## src/rtl/bsc_pkg.sv

```systemverilog
// ----------------------------------------------------------------------------
// bsc_pkg: shared types for the barometric sensor compensation block
// Payload structs, register indexes and fixed compensation constants.
// ----------------------------------------------------------------------------
package bsc_pkg;

  typedef struct packed {
    logic [15:0] raw_temperature;
    logic [18:0] raw_pressure;
  } bsc_in_t;

  typedef struct packed {
    logic signed [15:0] temperature_decidegrees;
    logic [17:0]        pressure_pa;
    logic               divide_fault;
  } bsc_out_t;

  typedef struct packed {
    logic signed [15:0] ac1;
    logic signed [15:0] ac2;
    logic signed [15:0] ac3;
    logic [15:0]        ac4;
    logic [15:0]        ac5;
    logic [15:0]        ac6;
    logic signed [15:0] b1;
    logic signed [15:0] b2;
    logic signed [15:0] mc;
    logic signed [15:0] md;
    logic [1:0]         oss;
    logic               pen;
  } bsc_cal_t;

  localparam logic [2:0] RegAc1Ac2 = 3'd0;
  localparam logic [2:0] RegAc3Ac4 = 3'd1;
  localparam logic [2:0] RegAc5Ac6 = 3'd2;
  localparam logic [2:0] RegB1B2   = 3'd3;
  localparam logic [2:0] RegMcMd   = 3'd4;
  localparam logic [2:0] RegOss    = 3'd5;
  localparam logic [2:0] RegPen    = 3'd6;

  localparam int unsigned PMax = 262143;

endpackage

```

## src/rtl/bsc_cfg.sv

```systemverilog
// ----------------------------------------------------------------------------
// bsc_cfg: calibration register file
// Holds the coefficients, oversampling setting and pressure enable.
// ----------------------------------------------------------------------------
module bsc_cfg import bsc_pkg::*; (
  input  logic        clk_i,
  input  logic        rst_ni,
  input  logic        cfg_valid_i,
  output logic        cfg_ready_o,
  input  logic [2:0]  cfg_index_i,
  input  logic [31:0] cfg_data_i,
  output bsc_cal_t    cal_o
);
  bsc_cal_t cal_q, cal_d;

  assign cfg_ready_o = 1'b1;

  always_comb begin
    cal_d = cal_q;
    if (cfg_valid_i) begin
      case (cfg_index_i)
        RegAc1Ac2: begin cal_d.ac1 = cfg_data_i[31:16]; cal_d.ac2 = cfg_data_i[15:0]; end
        RegAc3Ac4: begin cal_d.ac3 = cfg_data_i[31:16]; cal_d.ac4 = cfg_data_i[15:0]; end
        RegAc5Ac6: begin cal_d.ac5 = cfg_data_i[31:16]; cal_d.ac6 = cfg_data_i[15:0]; end
        RegB1B2:   begin cal_d.b1  = cfg_data_i[31:16]; cal_d.b2  = cfg_data_i[15:0]; end
        RegMcMd:   begin cal_d.mc  = cfg_data_i[31:16]; cal_d.md  = cfg_data_i[15:0]; end
        RegOss:    cal_d.oss = cfg_data_i[1:0];
        RegPen:    cal_d.pen = cfg_data_i[0];
        default:   ;
      endcase
    end
  end

  always_ff @(posedge clk_i or negedge rst_ni) begin
    if (!rst_ni) begin
      cal_q <= '{pen: 1'b1, default: '0};
    end else begin
      cal_q <= cal_d;
    end
  end

  assign cal_o = cal_q;
endmodule

```

## config.mk

```make
export PLATFORM = sky130hd
export DESIGN_NAME = bsc_cfg
export DESIGN_NICKNAME = d
export VERILOG_FILES = /design/src/rtl/bsc_pkg.sv /design/src/rtl/bsc_cfg.sv
export SDC_FILE = /design/constraint.sdc
export NUM_CORES = 1
export LEC_CHECK = 0
export ABC_AREA = 1
export BUFFER_PORTS_ARGS = -buffer_cell sky130_fd_sc_hd__buf_4
export CORE_MARGIN = 2
export CORE_UTILIZATION = 30
export DETAILED_ROUTE_END_ITERATION = 16
export HOLD_SLACK_MARGIN = 0.06
export PLACE_DENSITY_LB_ADDON = 0.08
export SYNTH_ARGS = -nofsm -noshare
export SYNTH_HDL_FRONTEND = slang
export SYNTH_SLANG_ARGS = --single-unit
```

## constraint.sdc

```tcl
create_clock -name clk_i -period 2.4 [get_ports clk_i]
set_clock_uncertainty 0.15 [all_clocks]
set_input_delay 0.36 -clock clk_i [delete_from_list [all_inputs] [get_ports clk_i]]
set_output_delay 0.36 -clock clk_i [all_outputs]
set_load 0.02 [all_outputs]
```

==> summary.md, run 1 <==
| Metric | Value |
|---|---|
| Status | `complete, no violations` |
| Post-synth EDFFs | `0` |
| Crit-path max cell delay | `between 0.5 and 0.6 ns` |
| Pwr Density | `979 nW/um^2` |
| Largest net degree at the start of global routing | `61` |
| CTS Buffer Depth | `2` |
| CTS tree | `done` |
| # nets final | `987` |
| Cells after Synth | `721` |
| Post-cts gate resize count | `0` |
| DR DRC count | `0` |
| Final Hold Viols | `0` |
| Worst VDD drop | `between 400 and 500 uV` |
| WS Path Type | `flop to primary output` |
| DRT Pass-1 Iters | `5` |
| Crit. path cell count | `1` |
| Syn nets | `759` |
| Routed Wire Length | `21200 um` |
| FF-to-FF path depth | `2` |
| Crit. End Element | `primary output` |
| Hold Path Class | `primary input to flop` |
| Power, Total | `9.07 mW` |
| Routed len/inst | `17.2 um` |
| Fin cells | `between 1k and 1.5k` |
| Initial antenna violation count | `0` |
| Layout area overhead | `44.1%` |
| Vias in the first global route | `5553` |
| Starting Density | `30.6%` |
| Worst-Skew Late Latency | `0.42 ns` |
| Synth area leader | `dfrtp_1` |
| Final setup vio count | `0` |
| Ranking of synthesized cells by area | `dfrtp_1, nand2_1, nand3_1` |
| Fillers | `2143` |
| Minimum clock period | `1.62 ns` |
| Placed Instances | `~1.2k` |
| ANT cells | `0` |
| Worst Setup SP | `cal_o[0]` |
| H-tree lvl count | `4` |
| Register Area | `4080 um^2` |
| CP Cell Sequence | `buf_4` |
| FFs w/ async S/R, synth | `100%` |
| M2 GR Usage | `29.6%` |
| Core area | `about 21000 um^2` |
| DRT iter0 DRCs | `289` |
| Vias/cell | `4.52` |
| Ys flop type | `dfrtp_1` |
| Startpoint class of the critical path | `flop` |
| Multi-input gate area | `between 2000 and 2500 um^2` |
| Worst Max-Slew Pin Slew | `around 0.53 ns` |
| Clk slew on worst S/H paths | `roughly 0.070 ns` |
| RSZ-0062 raised after global routing | `false` |
| Lkg Pwr | `5.06 nW` |
| Die Wd | `150 um` |
| RePlAce Congestion | `0.767` |
| M1 GR Usage | `between 20 and 30%` |
| First-pass GRT wire length | `between 30000 and 40000 um` |
| Routing usage on met3 | `5.06%` |
| Root Buffer | `clkbuf_16` |
| Rows | `53` |
| Final period util | `around two thirds` |
| Mapped cell area | `between 6000 and 7000 um^2` |
| Setup TNS | `0 ns` |
| GR peak layer | `met2` |
| Die Footprint | `22600 um^2` |
| R2R setup slack | `1.54 ns` |
| Max-slew headroom | `between 60% and 70%` |
| Worst Path Required | `1.89 ns` |
| Cell family contributing the most delay on the critical path | `flip-flops` |
| Largest register FFs | `between 150 and 200` |
| Vias | `5587` |
| Grt total ovfl | `0` |
| ANT nets after route | `0` |
| Layout cells sized above 1 | `about 27%` |
| Register bit count reported by yosys | `163` |
| Yosys warns | `0` |
| Worst-path fanout max | `2` |
| Reg-to-reg endpoint | `cal_o[0]` |
| Synth unique cells | `14` |
| Clk sinks | `163` |
| Tot GR Track Use | `19.3%` |
| Cts bufs inserted | `17` |
| CP bufs+invs | `1` |
| Peak Freq | `around 0.62 GHz` |
| Max cap viols | `0` |
| Register area share after synthesis | `63.5%` |
| Average size of a mapped cell | `8.91 um^2` |
| Fin. max-slew vios | `0` |
| DIE HEIGHT | `roughly 150 um` |
| Ports | `202` |
| Worst path slowest cell | `dfstp_2` |
| Reg-to-reg startpoint | `cal_o[0]` |
| Setup crit end | `cal_o[0]` |
| DP HPWL | `14200 um` |
| Synth top area share | `63.1%` |
| IO buf count | `200` |
| Crit path DAT | `1.11 ns` |
how the worst min path moves through the flow:
stage	slack [ns]	start	depth (start not counted)	endpoint
after floorplan	-0.09	rst_ni	0	cal_o[100]
after global placement	0.08	rst_ni	1	cal_o[74]
after detailed placement	0.07	rst_ni	1	cal_o[74]
after CTS	0.13	cfg_index_i[1]	4	cal_o[132]
after global routing	0.15	cfg_index_i[1]	4	cal_o[121]
final	0.15	cfg_index_i[1]	4	cal_o[121]
logic make-up (layout without fill, tap and decap cells):
logic type             after synthesis  in the layout  share of synthesized area (%)
buffers and inverters               51            291                           4.01
AND/OR/NAND/NOR                    506            506                           32.5
other                                1              1                         0.0583
flip-flops                         163            163                           63.5
synthesized netlist by cell type (2+ instances only):
master    number
nand2_1      371
dfrtp_1      162
nand3_1      129
buf_2         29
buf_4          8
buf_1          5
inv_2          4
clkbuf_1       3
nor2_4         3
inv_1          2
nor2_1         2
metal layers:
| metal | part of all wire, % | wire length (um) | up-vias |
|---|---|---|---|
| met2 | 45 | 9660 | 154 |
| met1 | 46 | 9860 | 2676 |
| met5 | 0 | 0 | - |
| li1 | - | - | 2737 |
| met3 | 6.5 | 1390 | 20 |
| met4 | 1.5 | 323 | 0 |
repair_timing:
item | CTS | global route
hold buffers | 33 | 0
hold endpoints to repair | 225 | 0
setup buffers | 0 | 0
metrics by stage:
step / cell area (um^2) / utilization [%] / hold WS (ns) / setup WS [ns]
5_1_grt: 9260 / 44.0 / 0.151 / 0.745
3_5_place_dp: 8260 / 39.3 / 0.0745 / 0.679
3_3_place_gp: 8260 / 39.3 / 0.0760 / 0.690
4_1_cts: 9260 / 44.0 / 0.131 / 0.754
2_1_floorplan: 6430 / - / -0.0856 / 1.16
6_report: 9260 / 44.0 / 0.151 / 0.775
tightest hold or removal path, cell delays in order:
cell	delay (ns)
buf_4	0.13
nor2_4	0.08
nand3_1	0.08
nand2_1	0.05
power by group:
group | switching [mW] | internal [mW]
Combinational | 1.39 | 0.947
Clock | 1.18 | 1.97
Sequential | 0.315 | 3.27
Total | 2.89 | 6.18
layout make-up:
class                           instances  share of cell area [%]
Sequential cell                       163                    44.1
Multi-Input combinational cell        507                    22.6
Timing Repair Buffer                  254                    22.1
Clock buffer                           17                    4.59
Tap cell                              275                    3.72
Clock inverter                         14                    2.66
Inverter                                6                   0.243
cells in the final DEF (no fill, tap or decap):
cell           count
nand2_1          371
buf_4            216
dfrtp_1          162
nand3_1          129
dlygate4sd3_1     33
clkbuf_16         17
inv_6              7
bufinv_16          6
inv_2              4
nor2_4             4
buf_12             4
inv_1              2
nor2_2             1
nor2_1             1
conb_1             1
dfstp_2            1
clkinv_2           1
buf_6              1
Power figures use the tool's default switching activity.
==> inputs of run 2 (changes only) <==
clock period = 1.45 ns   (was 2.4 ns; I/O delays follow)
==> summary.md, run 2 (same netlist as run 1, synthesis figures left out) <==
| Metric | Value |
|---|---|
| Status | `finished, violations left` |
| Failing checks | `setup timing` |
| Reg-to-reg startpoint | `cal_o[0]` |
| Clk sinks | `~160` |
| Most frequent cells in the layout | `nand2_1, buf_4, dfrtp_1` |
| Multi-input gate area | `2100 um^2` |
| Area post-placement | `8410 um^2` |
| Worst Path Required | `1.08 ns` |
| Worst VDD drop | `644 uV` |
| DRT Pass-1 Iters | `4` |
| Largest register FFs | `163` |
| Final setup margin | `-0.0110 ns` |
| FF-to-FF path depth | `2` |
| Commonest non-fill, non-tap cell in the layout | `nand2_1` |
| Fin. max-slew vios | `0` |
| Routed Wire Length | `21600 um` |
| Hold EP | `cal_o[1]` |
| Post-CTS setup buffers | `0` |
| Minimum clock period | `1.46 ns` |
| Initial antenna violation count | `0` |
| Tot GR Track Use | `19.5%` |
| Vias | `around 5.7k` |
| Crit path DAT | `1.09 ns` |
| CTS tree | `done` |
| Grt total ovfl | `0` |
| Final setup vio count | `1` |
| Layout Utilization | `44.8%` |
| Core area | `21000 um^2` |
| DIE HEIGHT | `150 um` |
| Reg-to-reg endpoint | `cal_o[0]` |
| Lkg Pwr | `5.13 nW` |
| Setup TNS | `-0.0110 ns` |
| DP Worst Slack | `0.0337 ns` |
| Vias in the first global route | `around 5.7k` |
| H-tree lvl count | `4` |
| Die Footprint | `between 20000 and 25000 um^2` |
| CP Cell Sequence | `buf_6` |
| Hold Path Class | `primary input to flop` |
| Peak Freq | `approximately 0.68 GHz` |
| DR DRC count | `0` |
| Root Buffer | `clkbuf_16` |
| Register Area | `~4100 um^2` |
| Startpoint class of the critical path | `flop` |
| IO buf count | `200` |
| Starting Density | `between 30% and 40%` |
| RePlAce Congestion | `0.752` |
| Fillers | `approximately 2.1k` |
| Vias/cell | `4.55` |
| Worst path slowest cell | `dfstp_2` |
| HP Start | `cfg_index_i[1]` |
| ANT nets after route | `0` |
| Clk slew on worst S/H paths | `0.07 ns` |
| Largest net degree at the start of global routing | `48` |
| RSZ-0062 raised after global routing | `true` |
| Worst-path fanout max | `2` |
| Final Hold Viols | `0` |
| Layout cells sized above 1 | `27.6%` |
| DP HPWL | `14600 um` |
| Rows | `53` |
| Design Area, Final | `9410 um^2` |
| Cts bufs inserted | `17` |
| Crit. End Element | `primary output` |
| Final period util | `101%` |
| Ports | `202` |
| CP bufs+invs | `1` |
| R2R setup slack | `0.58 ns` |
| CTS Buffer Depth | `2` |
| WS Path Type | `flop to primary output` |
| Die Wd | `roughly 150 um` |
| First-pass GRT wire length | `33500 um` |
| Cell family contributing the most delay on the critical path | `flip-flops` |
| Pwr Density | `1550 nW/um^2` |
| Hold Crit Depth | `5` |
| ANT cells | `0` |
| DRT iter0 DRCs | `240` |
| Routed len/inst | `17.4 um` |
| Crit-path max cell delay | `0.56 ns` |
| Max cap viols | `0` |
| Power, Total | `approximately 15 mW` |
| Worst-Skew Late Latency | `0.42 ns` |
| Layout area overhead | `46.5%` |
| # nets final | `997` |
-- run 2: cell count changes in the layout (fill, tap and decap cells not counted), sizes merged --
cell / previous run / this run
buf: 221 / 227
bufinv: 6 / 3
clkbuf: 17 / 20
clkinv: 1 / 5
inv: 13 / 9
dlygate4sd3: 33 / 37
-- run 2: report_power, final --
part           switching (mW)  internal (mW)
combinational            2.30           1.61
clock                    1.88           2.85
sequential              0.548           5.41
total                    4.73           9.88
-- run 2: layout make-up --
| class | count | area share (%) |
|---|---|---|
| sequential | 163 | 43.3 |
| timing repair buffer | 264 | 23.9 |
| multi-input combinational | 507 | 22.3 |
| clock buffer | 20 | 4.96 |
| tap | 275 | 3.65 |
| clock inverter | 11 | 1.58 |
| inverter | 6 | 0.266 |
-- run 2: per-stage QoR --
| stage | hold WS [ns] | std cells |
|---|---|---|
| 2_1_floorplan | -0.228 | 721 |
| 3_3_place_gp | -0.00970 | 1178 |
| 3_5_place_dp | -0.0156 | 1178 |
| 4_1_cts | 0.103 | 1247 |
| 5_1_grt | 0.0993 | 1246 |
| 6_report | 0.0663 | 1246 |
-- run 2: how the worst max path moves through the flow --
stage / to / start / depth (start not counted) / slack (ns)
floorplan: cal_o[45] / cfg_valid_i / 6 / 0.36
global placement: cal_o[147] / cfg_index_i[0] / 5 / 0.03
detailed placement: cal_o[147] / cfg_index_i[0] / 5 / 0.03
CTS: cal_o[0] / cal_o[0] / 1 / -0.04
global route: cal_o[0] / cal_o[0] / 1 / -0.05
finish: cal_o[0] / cal_o[0] / 1 / -0.01
-- run 2: repair_timing --
action                                  CTS  global route
endpoints found under the setup margin    1            74
gates resized for setup                   1             3
endpoints found under the hold margin   325             0
hold buffers                             38             0
-- run 2: routing by layer --
metal,global-route usage [%],up-vias,routed length (um)
met5,0,-,0
met4,6.37,0,407
met3,4.45,27,1430
met2,29.3,170,9900
met1,27.9,2729,9900
li1,-,2746,-
